File: src/dmx512_frame_transceiver_macros.svh
// Assertion macros used by the transceiver RTL.
`ifndef DMX512_FRAME_TRANSCEIVER_MACROS_SVH
`define DMX512_FRAME_TRANSCEIVER_MACROS_SVH

`ifndef ASSERT_OFF

`define DMXFT_ASSERT_HOLDS(label, clk, rst, cond) \
   label: assert property (@(posedge clk) disable iff (rst) (cond)) \
      else $error("dmxft assertion failed: invariant");

`define DMXFT_ASSERT_IMPLIES(label, clk, rst, ante, cons) \
   label: assert property (@(posedge clk) disable iff (rst) (ante) |-> (cons)) \
      else $error("dmxft assertion failed: same-cycle implication");

`define DMXFT_ASSERT_NEXT(label, clk, rst, ante, cons) \
   label: assert property (@(posedge clk) disable iff (rst) (ante) |=> (cons)) \
      else $error("dmxft assertion failed: next-cycle implication");

`else

`define DMXFT_ASSERT_HOLDS(label, clk, rst, cond)
`define DMXFT_ASSERT_IMPLIES(label, clk, rst, ante, cons)
`define DMXFT_ASSERT_NEXT(label, clk, rst, ante, cons)

`endif

`endif

File: src/dmxft_pkg.sv
// Types and constants for the DMX512 frame transceiver.
package dmxft_pkg;

   localparam int SLOT_COUNT_DEFAULT = 512;
   localparam int MIN_SLOTS          = 24;

   localparam logic [1:0] MODE_OFF = 2'd0;
   localparam logic [1:0] MODE_TX  = 2'd1;
   localparam logic [1:0] MODE_RX  = 2'd2;

   localparam logic REG_MODE      = 1'b0;
   localparam logic REG_MAX_SLOTS = 1'b1;

   typedef enum logic [1:0] {
      ACT_HOST_WR = 2'd0,
      ACT_HOST_RD = 2'd1,
      ACT_TX_DONE = 2'd2,
      ACT_RX_BYTE = 2'd3
   } action_type;

   typedef enum logic [1:0] {
      PH_BREAK = 2'd0,
      PH_START = 2'd1,
      PH_DATA  = 2'd2,
      PH_IDLE  = 2'd3
   } phase_type;

   // one access to the slot memory
   typedef struct packed {
      logic       wr_en;
      logic       rd_en;
      logic [7:0] wdata;
   } ram_req_type;

   // request in flight while its memory read completes
   typedef struct packed {
      logic       rd_sel;
      logic       tx_valid;
      logic       tx_sel;
      logic       brk;
      logic       done;
      logic [9:0] slots;
   } stage_type;

endpackage

File: src/dmx512_frame_transceiver.sv
// After a request is accepted, its result passes the memory read stage and then the output register.
// Throughput: one request per cycle unless the output stalls, each with at most one access to the
// single-port slot memory. Reset: synchronous; afterwards a sweep of all SLOT_COUNT+1 entries
// (513 by default) zeroes the memory while req_tready stays low. The register port is served throughout.
// Reset state: mode off, max_slots 512 (or SLOT_COUNT if lower), phase break, counter zero.
`include "dmx512_frame_transceiver_macros.svh"

module dmx512_frame_transceiver #(
   parameter int SLOT_COUNT = dmxft_pkg::SLOT_COUNT_DEFAULT
) (
   input  logic        clock,
   input  logic        reset,
   // request channel
   input  logic        req_tvalid,
   output logic        req_tready,
   input  logic [23:0] req_tdata,  // slot_index[9:0], data_byte[17:10], frame_error[18], zero
   input  logic [1:0]  req_tuser,  // action[1:0]
   // result channel
   output logic        rsp_tvalid,
   input  logic        rsp_tready,
   output logic [31:0] rsp_tdata,  // read_data[7:0], tx_valid[8], tx_byte[16:9],
                                   // break_format[17], frame_done[18], frame_slots[28:19], zero
   // register port
   input  logic        csr_psel,
   input  logic        csr_penable,
   input  logic        csr_pwrite,
   input  logic [2:0]  csr_paddr,
   input  logic [31:0] csr_pwdata,
   output logic [31:0] csr_prdata,
   output logic        csr_pready
);
   import dmxft_pkg::*;

   localparam int AW = $clog2(SLOT_COUNT + 1);
   localparam logic [9:0] SLOT_LAST = 10'(SLOT_COUNT);
   localparam logic [9:0] SLOTS_MIN = 10'(MIN_SLOTS);
   localparam logic [9:0] SLOTS_RST = (SLOT_COUNT < 512) ? 10'(SLOT_COUNT) : 10'd512;

   // registers
   logic [1:0]  mode_ff, mode_in;
   logic [9:0]  max_slots_ff, max_slots_in;
   phase_type   phase_ff, phase_in;
   logic [9:0]  count_ff, count_in;
   logic        s1_valid_ff, s1_valid_in;
   stage_type   s1_ff, s1_in;
   logic        out_valid_ff, out_valid_in;
   logic [31:0] out_data_ff, out_data_in;

   // request decode
   action_type  action;
   logic [9:0]  slot_index;
   logic [7:0]  data_byte;
   logic        frame_error;
   logic        req_fire;
   logic        s1_move;
   logic        cfg_wr;
   logic [9:0]  cfg_slots;
   logic [9:0]  count_inc;
   logic [9:0]  mem_addr;
   ram_req_type ram_req;
   logic [7:0]  ram_rdata;
   logic        clr_busy;
   logic [7:0]  rd_val;
   logic [7:0]  tx_val;

   assign action      = action_type'(req_tuser);
   assign slot_index  = req_tdata[9:0];
   assign data_byte   = req_tdata[17:10];
   assign frame_error = req_tdata[18];

   assign s1_move    = s1_valid_ff && (!out_valid_ff || rsp_tready);
   assign req_tready = !clr_busy && (!s1_valid_ff || s1_move);
   assign req_fire   = req_tvalid && req_tready;
   assign count_inc  = count_ff + 10'd1;

   assign cfg_wr     = csr_psel && csr_penable && csr_pwrite && csr_pready;
   assign csr_pready = 1'b1;

   // clamp the slot count written by the host
   always_comb begin
      cfg_slots = csr_pwdata[9:0];
      if (cfg_slots < SLOTS_MIN) begin
         cfg_slots = SLOTS_MIN;
      end else if (cfg_slots > SLOT_LAST) begin
         cfg_slots = SLOT_LAST;
      end
   end

   always_comb begin
      if (csr_paddr[2] == REG_MAX_SLOTS) begin
         csr_prdata = {22'd0, max_slots_ff};
      end else begin
         csr_prdata = {30'd0, mode_ff};
      end
   end

   // next state and memory access for the accepted request, and register writes
   always_comb begin
      mode_in       = mode_ff;
      max_slots_in  = max_slots_ff;
      phase_in      = phase_ff;
      count_in      = count_ff;
      mem_addr      = slot_index;
      ram_req.wr_en = 1'b0;
      ram_req.rd_en = 1'b0;
      ram_req.wdata = data_byte;
      s1_in         = '0;

      if (req_fire) begin
         unique case (action)
            ACT_HOST_WR: begin
               ram_req.wr_en = (slot_index <= SLOT_LAST);
            end
            ACT_HOST_RD: begin
               ram_req.rd_en = (slot_index <= SLOT_LAST);
               s1_in.rd_sel  = (slot_index <= SLOT_LAST);
            end
            ACT_TX_DONE: begin
               if (mode_ff == MODE_TX) begin
                  unique case (phase_ff)
                     PH_BREAK: begin
                        s1_in.tx_valid = 1'b1;
                        s1_in.brk      = 1'b1;
                        phase_in       = PH_START;
                     end
                     PH_START: begin
                        s1_in.tx_valid = 1'b1;
                        s1_in.tx_sel   = 1'b1;
                        ram_req.rd_en  = 1'b1;
                        mem_addr       = 10'd0;
                        count_in       = 10'd1;
                        phase_in       = PH_DATA;
                     end
                     PH_DATA: begin
                        s1_in.tx_valid = 1'b1;
                        s1_in.tx_sel   = (count_ff <= SLOT_LAST);
                        ram_req.rd_en  = (count_ff <= SLOT_LAST);
                        mem_addr       = count_ff;
                        count_in       = count_inc;
                        if (count_inc > max_slots_ff) begin
                           phase_in = PH_BREAK;
                        end
                     end
                     PH_IDLE: begin
                        phase_in = phase_ff;
                     end
                  endcase
               end
            end
            ACT_RX_BYTE: begin
               if (mode_ff == MODE_RX) begin
                  if (frame_error) begin
                     // a break closes the frame
                     phase_in    = PH_BREAK;
                     count_in    = 10'd0;
                     s1_in.done  = (count_ff != 10'd0);
                     s1_in.slots = count_ff;
                  end else begin
                     unique case (phase_ff)
                        PH_BREAK: begin
                           if (data_byte == 8'h00) begin
                              phase_in = PH_DATA;
                              count_in = 10'd1;
                           end else begin
                              phase_in = PH_IDLE;
                           end
                        end
                        PH_DATA: begin
                           ram_req.wr_en = (count_ff <= SLOT_LAST);
                           mem_addr      = count_ff;
                           count_in      = count_inc;
                           if (count_inc > SLOT_LAST) begin
                              phase_in = PH_IDLE;
                           end
                        end
                        PH_START, PH_IDLE: begin
                           phase_in = phase_ff;
                        end
                     endcase
                  end
               end
            end
         endcase
      end

      if (cfg_wr) begin
         if (csr_paddr[2] == REG_MODE) begin
            mode_in  = csr_pwdata[1:0];
            count_in = 10'd0;
            phase_in = (csr_pwdata[1:0] == MODE_RX) ? PH_IDLE : PH_BREAK;
         end else begin
            max_slots_in = cfg_slots;
         end
      end
   end

   always_ff @(posedge clock) begin
      if (reset) begin
         mode_ff      <= MODE_OFF;
         max_slots_ff <= SLOTS_RST;
         phase_ff     <= PH_BREAK;
         count_ff     <= 10'd0;
      end else begin
         mode_ff      <= mode_in;
         max_slots_ff <= max_slots_in;
         phase_ff     <= phase_in;
         count_ff     <= count_in;
      end
   end

   dmxft_slot_ram #(
      .SLOT_COUNT (SLOT_COUNT),
      .AW         (AW)
   ) u_slot_ram (
      .clock    (clock),
      .reset    (reset),
      .req      (ram_req),
      .addr     (mem_addr[AW-1:0]),
      .rdata    (ram_rdata),
      .clr_busy (clr_busy)
   );

   // read stage and output register
   assign rd_val = s1_ff.rd_sel ? ram_rdata : 8'h00;
   assign tx_val = s1_ff.tx_sel ? ram_rdata : 8'h00;

   always_comb begin
      s1_valid_in = s1_valid_ff;
      if (req_fire) begin
         s1_valid_in = 1'b1;
      end else if (s1_move) begin
         s1_valid_in = 1'b0;
      end

      out_valid_in = out_valid_ff;
      out_data_in  = out_data_ff;
      if (s1_move) begin
         out_valid_in = 1'b1;
         out_data_in  = {3'b000, s1_ff.slots, s1_ff.done, s1_ff.brk,
                         tx_val, s1_ff.tx_valid, rd_val};
      end else if (rsp_tready) begin
         out_valid_in = 1'b0;
      end
   end

   always_ff @(posedge clock) begin
      if (reset) begin
         s1_valid_ff  <= 1'b0;
         out_valid_ff <= 1'b0;
      end else begin
         s1_valid_ff  <= s1_valid_in;
         out_valid_ff <= out_valid_in;
      end
   end

   always_ff @(posedge clock) begin
      if (req_fire) begin
         s1_ff <= s1_in;
      end
      out_data_ff <= out_data_in;
   end

   assign rsp_tvalid = out_valid_ff;
   assign rsp_tdata  = out_data_ff;

   `DMXFT_ASSERT_IMPLIES(a_no_request_in_clear, clock, reset, clr_busy, !req_tready)
   `DMXFT_ASSERT_NEXT(a_read_stage_holds, clock, reset,
      s1_valid_ff && out_valid_ff && !rsp_tready, s1_valid_ff)
   `DMXFT_ASSERT_IMPLIES(a_done_has_slots, clock, reset,
      out_valid_ff && out_data_ff[18], out_data_ff[28:19] != 10'd0)

endmodule

File: src/dmxft_slot_ram.sv
// Slot buffer memory with a clearing sweep after reset.
module dmxft_slot_ram #(
   parameter int SLOT_COUNT = dmxft_pkg::SLOT_COUNT_DEFAULT,
   parameter int AW         = $clog2(SLOT_COUNT + 1)
) (
   input  logic                      clock,
   input  logic                      reset,
   input  dmxft_pkg::ram_req_type    req,
   input  logic [AW-1:0]             addr,
   output logic [7:0]                rdata,
   output logic                      clr_busy
);
   import dmxft_pkg::*;

   localparam int DEPTH = SLOT_COUNT + 1;
   localparam logic [AW-1:0] LAST_ADDR = AW'(DEPTH - 1);

   logic [7:0]    slot_mem [DEPTH];
   logic [7:0]    rdata_ff;
   logic [AW-1:0] clr_addr_ff;
   logic [AW-1:0] clr_addr_in;
   logic          clr_busy_ff;
   logic          clr_busy_in;

   always_comb begin
      clr_addr_in = clr_addr_ff;
      clr_busy_in = clr_busy_ff;
      if (clr_busy_ff) begin
         if (clr_addr_ff == LAST_ADDR) begin
            clr_busy_in = 1'b0;
         end else begin
            clr_addr_in = clr_addr_ff + AW'(1);
         end
      end
   end

   always_ff @(posedge clock) begin
      if (reset) begin
         clr_addr_ff <= '0;
         clr_busy_ff <= 1'b1;
      end else begin
         clr_addr_ff <= clr_addr_in;
         clr_busy_ff <= clr_busy_in;
      end
   end

   always_ff @(posedge clock) begin
      if (clr_busy_ff) begin
         slot_mem[clr_addr_ff] <= 8'h00;
      end else if (req.wr_en) begin
         slot_mem[addr] <= req.wdata;
      end
   end

   // hold the read data until the next read
   always_ff @(posedge clock) begin
      if (req.rd_en) begin
         rdata_ff <= slot_mem[addr];
      end
   end

   assign rdata    = rdata_ff;
   assign clr_busy = clr_busy_ff;

endmodule

File: config.mk
export PLATFORM = sky130hd
export DESIGN_NAME = dmx512_frame_transceiver
export DESIGN_NICKNAME = d
export VERILOG_FILES = /design/src/dmxft_pkg.sv /design/src/dmx512_frame_transceiver.sv /design/src/dmxft_slot_ram.sv
export VERILOG_INCLUDE_DIRS = /design/src /design/src/src
export SDC_FILE = /design/constraint.sdc
export NUM_CORES = 2
export LEC_CHECK = 0
export BUFFER_PORTS_ARGS = -buffer_cell sky130_fd_sc_hd__buf_2
export CORE_ASPECT_RATIO = 0.75
export CORE_MARGIN = 2
export CORE_UTILIZATION = 55
export CTS_CLUSTER_DIAMETER = 60
export DETAILED_ROUTE_END_ITERATION = 8
export PLACE_DENSITY = 0.72
export SYNTH_ARGS = -nofsm -noshare
export SYNTH_HDL_FRONTEND = slang
export SYNTH_HIERARCHICAL = 1
export SYNTH_MEMORY_MAX_BITS = 65536
export SYNTH_SLANG_ARGS = --single-unit
File: constraint.sdc
create_clock -name clock -period 11.6 [get_ports clock]
set_clock_uncertainty 0.15 [all_clocks]
set_input_delay 0.58 -clock clock [delete_from_list [all_inputs] [get_ports clock]]
set_output_delay 0.58 -clock clock [all_outputs]
set_load 0.02 [all_outputs]
; Word level (Yosys, flattened, before mapping)
; Memories as Yosys holds them, arrays and structs flattened. A register that Yosys moved wholly into a read port is not among the register bits.
; Cells that the tools add are included.
[word_totals]
regBits = 81
latch_bits = 0
ram_bits = 4104
romBits = 0
out_inout_bits = 67
word_cells = 119
n_memories = 1
[op_classes]
addsub = 2
mul = 0
n_div = 0
n_lt_le_gt_ge = 6
n_eq_ne = 10
n_shift = 0
n_mux = 57
bitwise_logic = 2
n_reduce_logical = 24
[memory_table]
columns = memory, words, width, read_ports, rd_ports_with_merged_regs, write_ports, line
row1 = u_slot_ram.slot_mem, 513, 8, 1, 1, 1, dmxft_slot_ram.sv:18  ; logic [7:0] slot_mem [DEPTH];
[ops]
columns = cell, n
row1 = $mux W10, 16
row2 = $pmux W10 S2, 5
row3 = $add A10 B1 Y10 const B, 2
row4 = $gt A10 B10 Y1 const B, 2
row5 = $le A10 B10 Y1 const B, 2
row6 = $mux W2, 10
row7 = $mux W1, 19
row8 = $eq A2 B2 Y1 const B, 6
row9 = $eq A10 B10 Y1 const B, 1
row10 = $gt A10 B10 Y1, 1
row11 = $lt A10 B5 Y1 const B, 1
row12 = $reduce_bool A10 Y1, 1
row13 = $logic_not A8 Y1, 1
row14 = $mux W8, 1
row15 = $pmux W2 S4, 1
row16 = $reduce_and A2 Y1, 4
row17 = $reduce_or A8 Y1, 1
row18 = $eq A2 B1 Y1 const B, 3
row19 = $pmux W1 S2, 3
row20 = $pmux W2 S3, 1
row21 = $logic_and A1 B1 Y1, 5
row22 = $logic_not A2 Y1, 2
row23 = $pmux W2 S2, 1
row24 = $reduce_bool A2 Y1, 2
row25 = 6 further kinds, 10

; Logic depth before layout (Yosys ltp)
[logic_depth]
depth_word = 12
mapped_depth = 22
ltp_nobuf = 14

; Modules after synthesis
; The synthesis kept the hierarchy.
[modules_own_cells]
columns = mod, n_inst, cells_per_inst, area_per_inst_um2, seq_area_each_um2
row1 = dmxft_slot_ram, 1, 7417, 160328.8, 123698.6
row2 = dmx512_frame_transceiver, 1, 404, 4001.3, 1841.8

; Worst setup path after synthesis
; OpenSTA, ideal clock, no wires.
[synth_timing]
path_kind = register to register
from = reg count_ff[6]
to = mem u_slot_ram.slot_mem[0][0] (data pin)
arrival_time_ns = 9.409
t_required_ns = 9.909
setup_slack_ns = 0.500
path_stages_with_launch = 12
path_buffers = 4
period_less_slack_ns = 11.100
cell_sequence = dfxtp_1 > buf_6 > or4_4 > or4_4 > a21oi_4 > a22oi_2 > nor4_2 > nor2b_1 > clkbuf_1 > buf_1 > clkbuf_1 > and2_1
[synth_rtl]
columns = item, line
row1 = "start, declared", dmx512_frame_transceiver.sv:43  ; logic [9:0] count_ff, count_in;
row2 = "start signal, assigned", dmx512_frame_transceiver.sv:207  ; count_ff <= count_in;
row3 = "end, declared", dmxft_slot_ram.sv:18

; Worst setup path in the final report
[layout_timing]
from = reg phase_ff[1]
to = reg u_slot_ram.rdata_ff[2] (netlist: u_slot_ram/rdata[2]) (read register of u_slot_ram.slot_mem) (data pin)
[layout_between]
elab_chain_cells = 6
word_cells_on_any_way = 13
classes_between = eq/ne: 2 / mux: 11
[layout_rtl]
columns = item, line
row1 = "start, declared", dmx512_frame_transceiver.sv:42  ; phase_type phase_ff, phase_in;
row2 = "start signal, assigned", dmx512_frame_transceiver.sv:206  ; phase_ff <= phase_in;
row3 = $eq A2 B2 Y1, "dmx512_frame_transceiver.sv:120, dmx512_frame_transceiver.sv:159"
row4 = $mux W10, dmx512_frame_transceiver.sv:159  ; unique case (phase_ff)
row5 = $mux W10, dmx512_frame_transceiver.sv:152  ; if (frame_error) begin
row6 = $mux W10, dmx512_frame_transceiver.sv:151  ; if (mode_ff == MODE_RX) begin
row7 = $pmux W10 S2 (*), dmx512_frame_transceiver.sv:110  ; unique case (action)
row8 = $mux W10 (*), dmx512_frame_transceiver.sv:109  ; if (req_fire) begin
row9 = net mem_addr[0], dmx512_frame_transceiver.sv:59  ; logic [9:0] mem_addr;
row10 = "end, declared", dmxft_slot_ram.sv:19  ; logic [7:0] rdata_ff;
; Mark *: on every way through the listed nets, which the timed path passes. The rest lies on a longest branch.
; A chain may end at the register's enable or synchronous reset.

==> results.sh <==
export IMPL_avgSynthCellArea_um2=21.0
export IMPL_syn_area_mm2=0.164
export IMPL_seqPwrFrac_pct=55.3
export IMPL_avgRoutedWirePerCell_um=35.6
export IMPL_r2r_setup_slack_ps=3870
export IMPL_p_sw_uw=6070
export IMPL_drive_gt1_share_pct=23.5
export IMPL_layout_common_cells="edfxtp_1 (4156), mux4_2 (1053), nor2_1 (608)"
export IMPL_layout_commonest_cell="edfxtp_1"
export IMPL_dr_first_iter_drc_count=14500
export IMPL_setup_viol=0
export IMPL_clkSinkCount=4193
export IMPL_run_status="finished with violations"
export IMPL_synth_edf_count=4156
export IMPL_routed_wl_mm=437
export IMPL_slowest_delay_ps=1000
export IMPL_dieHeight_um=477
export IMPL_clock_latency_ps=900
export IMPL_row_count=173
export IMPL_num_fill_cells=19800
export IMPL_synth_top_cells_by_area="edfxtp_1 (76%), mux4_2 (14%), nor2_1 (1.4%), mux2i_1 (1.3%), nand2_1 (0.58%)"
export IMPL_grt_use_total_pct=28.5
export IMPL_p_total_uw=29600
export IMPL_crit_path_end_kind="flip-flop"
export IMPL_slew_viol_final=2
export IMPL_setup_tns_ps=0
export IMPL_internal_power_uw=23600
export IMPL_hold_viol_final=0
export IMPL_drv_cap=1
export IMPL_period_needed_ps=7730
export IMPL_core_area_mm2=0.297
export IMPL_rsz0062_at_grt="false"
export IMPL_finalCritPeriodShare_pct=66.6
export IMPL_yosysWarnings=6
export IMPL_synth_top_cell_by_area="edfxtp_1"
export IMPL_worstSetupPathType="flip-flop to flip-flop"
export IMPL_synthArstFlopShare_pct=0
export IMPL_detail_route_first_pass_iterations=6
export IMPL_cpMostUsedCell="buf_4"
export IMPL_crit_arrival_ps=8230
export IMPL_comb_power_share_pct=3.1
export IMPL_slew_headroom_pct=-6.74
export IMPL_post_dp_hpwl_mm=260
export IMPL_path_delay_family="compound AO/OA/AOI/OAI gates"
export IMPL_initial_utilization_pct=55.4
export IMPL_antenna_found_initial=32
export IMPL_clkTransAtPathRegs_ps=60
export IMPL_ctsRootBufferMaster="clkbuf_16"
export IMPL_p_leak_uw=0.0652
export IMPL_htree_levels=5
export IMPL_clk_path_buf_depth=4
export IMPL_crit_fanout=44
export IMPL_cts_tree="done"
export IMPL_grt_pass1_wl_mm=613
export IMPL_violations="max-capacitance violations, max-slew violations"
export IMPL_worst_slew_pin_slew_ps=1590
export IMPL_vias_per_cell=6.94
export IMPL_p_clk_share_pct=41.6
export IMPL_required_ps=12100
export IMPL_io_pins=135
export IMPL_antenna_left=0
export IMPL_ys_seq_area_share_pct=76.4
export IMPL_fmax_ghz=0.129
export IMPL_cts_buffers=377
export IMPL_grt_pass1_vias=80800
export IMPL_cp_start_kind="flip-flop"
export IMPL_area_growth_synth_to_final_pct=10.3
export IMPL_die_area_mm2=0.303
export IMPL_yosysTopAreaCellShare_pct=75.9
export IMPL_path_cells="inv_1 > ha_1 > nand4b_1 > a21oi_1 > and2_1 > a22o_4 > buf_4 > buf_4 > mux4_2 > o22ai_1 > o21ai_0 > a41oi_1 > a2111oi_0 > buf_4 > a211o_1"
export IMPL_grt_max_degree=233
export IMPL_ir_worst_vdd_v=0.000146
export IMPL_die_w_um=635
export IMPL_drc=0
export IMPL_globalplace_congestion=0.901
export IMPL_powerDensity_mw_per_mm2=164
export IMPL_ys_types=83
export IMPL_cpMaxStageDelayCell="a41oi_1"
export IMPL_netlist_instances=7821
export IMPL_overflow=0
export IMPL_io_buffers=79
export IMPL_finalNetCount=8095
export IMPL_ys_ff_latch=4193
export IMPL_p_sw_share_pct=20.5
export IMPL_hp_class="input pin to flip-flop"
export IMPL_vias=85100
export IMPL_path_buf_inv=4
export IMPL_synth_top_flop_cell="edfxtp_1"
power groups by stage:
stage | clock network (uW) | logic (uW) | registers [uW]
final | 12300 | 907 | 16400
after global routing | 13000 | 923 | 16400
after CTS | 12400 | 886 | 16400
after detailed placement | 0 | 878 | 16700
after global placement | 0 | 875 | 16700
after floorplan | 0 | 564 | 16700
stage by stage:
| step | cell area, um^2 | util (%) | worst slack (ps) | hold WS (ps) | std cells |
|---|---|---|---|---|---|
| after floorplan | 164000 | - | 500 | 250 | 7845 |
| after global placement | 169000 | 56.9 | 4020 | 259 | 11500 |
| after detailed placement | 169000 | 56.9 | 3880 | 255 | 11500 |
| after CTS | 181000 | 61.0 | 4130 | 29.6 | 12200 |
| after global routing | 181000 | 61.0 | 3490 | 96.8 | 12200 |
| final | 181000 | 61.1 | 3870 | 106 | 12300 |
cells by family after synthesis:
family          after synthesis  synth area share [%]
fa+ha+maj                    24                 0.183
other cells                   2               0.00457
xor+xnor                     17                0.0906
mux                        1273                  15.8
buf+inv                     537                  1.89
compound gates              569                  2.45
simple gates               1206                  3.21
flops                      4193                  76.4
flip-flops by register name (all words and copies together), names as in the netlist:
signal,count
u_slot_ram/slot_mem,4104
rsp_tdata,29
s1_ff,15
count_ff,10
max_slots_ff,10
u_slot_ram/clr_addr_ff,10
u_slot_ram/rdata,8
mode_ff,2
phase_ff,2
rsp_tvalid,1
s1_valid_ff,1
u_slot_ram/clr_busy,1
repair_timing:
item                                   4_1_cts  5_1_grt
endpoints found under the hold margin       25        0
hold buffers                                24        0
resized for setup                            0        0
setup buffers                                0        0
cell usage after synthesis, drive strengths merged, types with 18 or more instances:
library cell	instances
a211oi	42
a21oi	94
a22oi	101
a311oi	19
a31oi	35
and2	68
buf	296
clkbuf	208
dfxtp	37
edfxtp	4156
ha	24
inv	31
mux2i	206
mux4	1053
nand2	252
nand2b	21
nand3	104
nand4	19
nor2	612
nor2b	22
nor3	38
nor4	18
o21ai	46
o221ai	36
o22ai	68
per-layer routing:
metal	wire length [um]	track usage (%)	part of all wire (%)
met3	65100	8.82	15
met2	192000	40.6	44
met5	80	0	0.018
met4	16600	9.98	3.8
met1	162000	42.2	37
area by class of cell:
type	count	area, um^2	share of cell area (%)
tap	3937	4930	2.72
multi-input combinational	3115	36300	20.0
sequential	4193	126000	69.3
timing repair buffer	283	2290	1.26
inverter	33	141	0.0780
clock buffer	463	9870	5.45
clock inverter	219	2110	1.16
antenna	33	82.6	0.0456
worst reg2reg max path: stages (launching register included):
cell,delay (ps)
dfxtp_1,490
inv_1,130
ha_1,340
nand4b_1,170
a21oi_1,370
and2_1,710
a22o_4,700
buf_4,640
buf_4,790
mux4_2,690
o22ai_1,190
o21ai_0,160
a41oi_1,1000
a2111oi_0,450
buf_4,280
a211o_1,220
final timing paths:
kind | cells after the start | from | end
worst min-delay path | 4 | req_tdata[9] | s1_ff[14]
worst min register to register | 0 | s1_ff[8] | rsp_tdata[27]
worst max-delay path | 15 | phase_ff[1] | u_slot_ram/rdata[2]
worst max register to register | 15 | phase_ff[1] | u_slot_ram/rdata[2]
No activity file was read; power rests on OpenSTA's default activity.
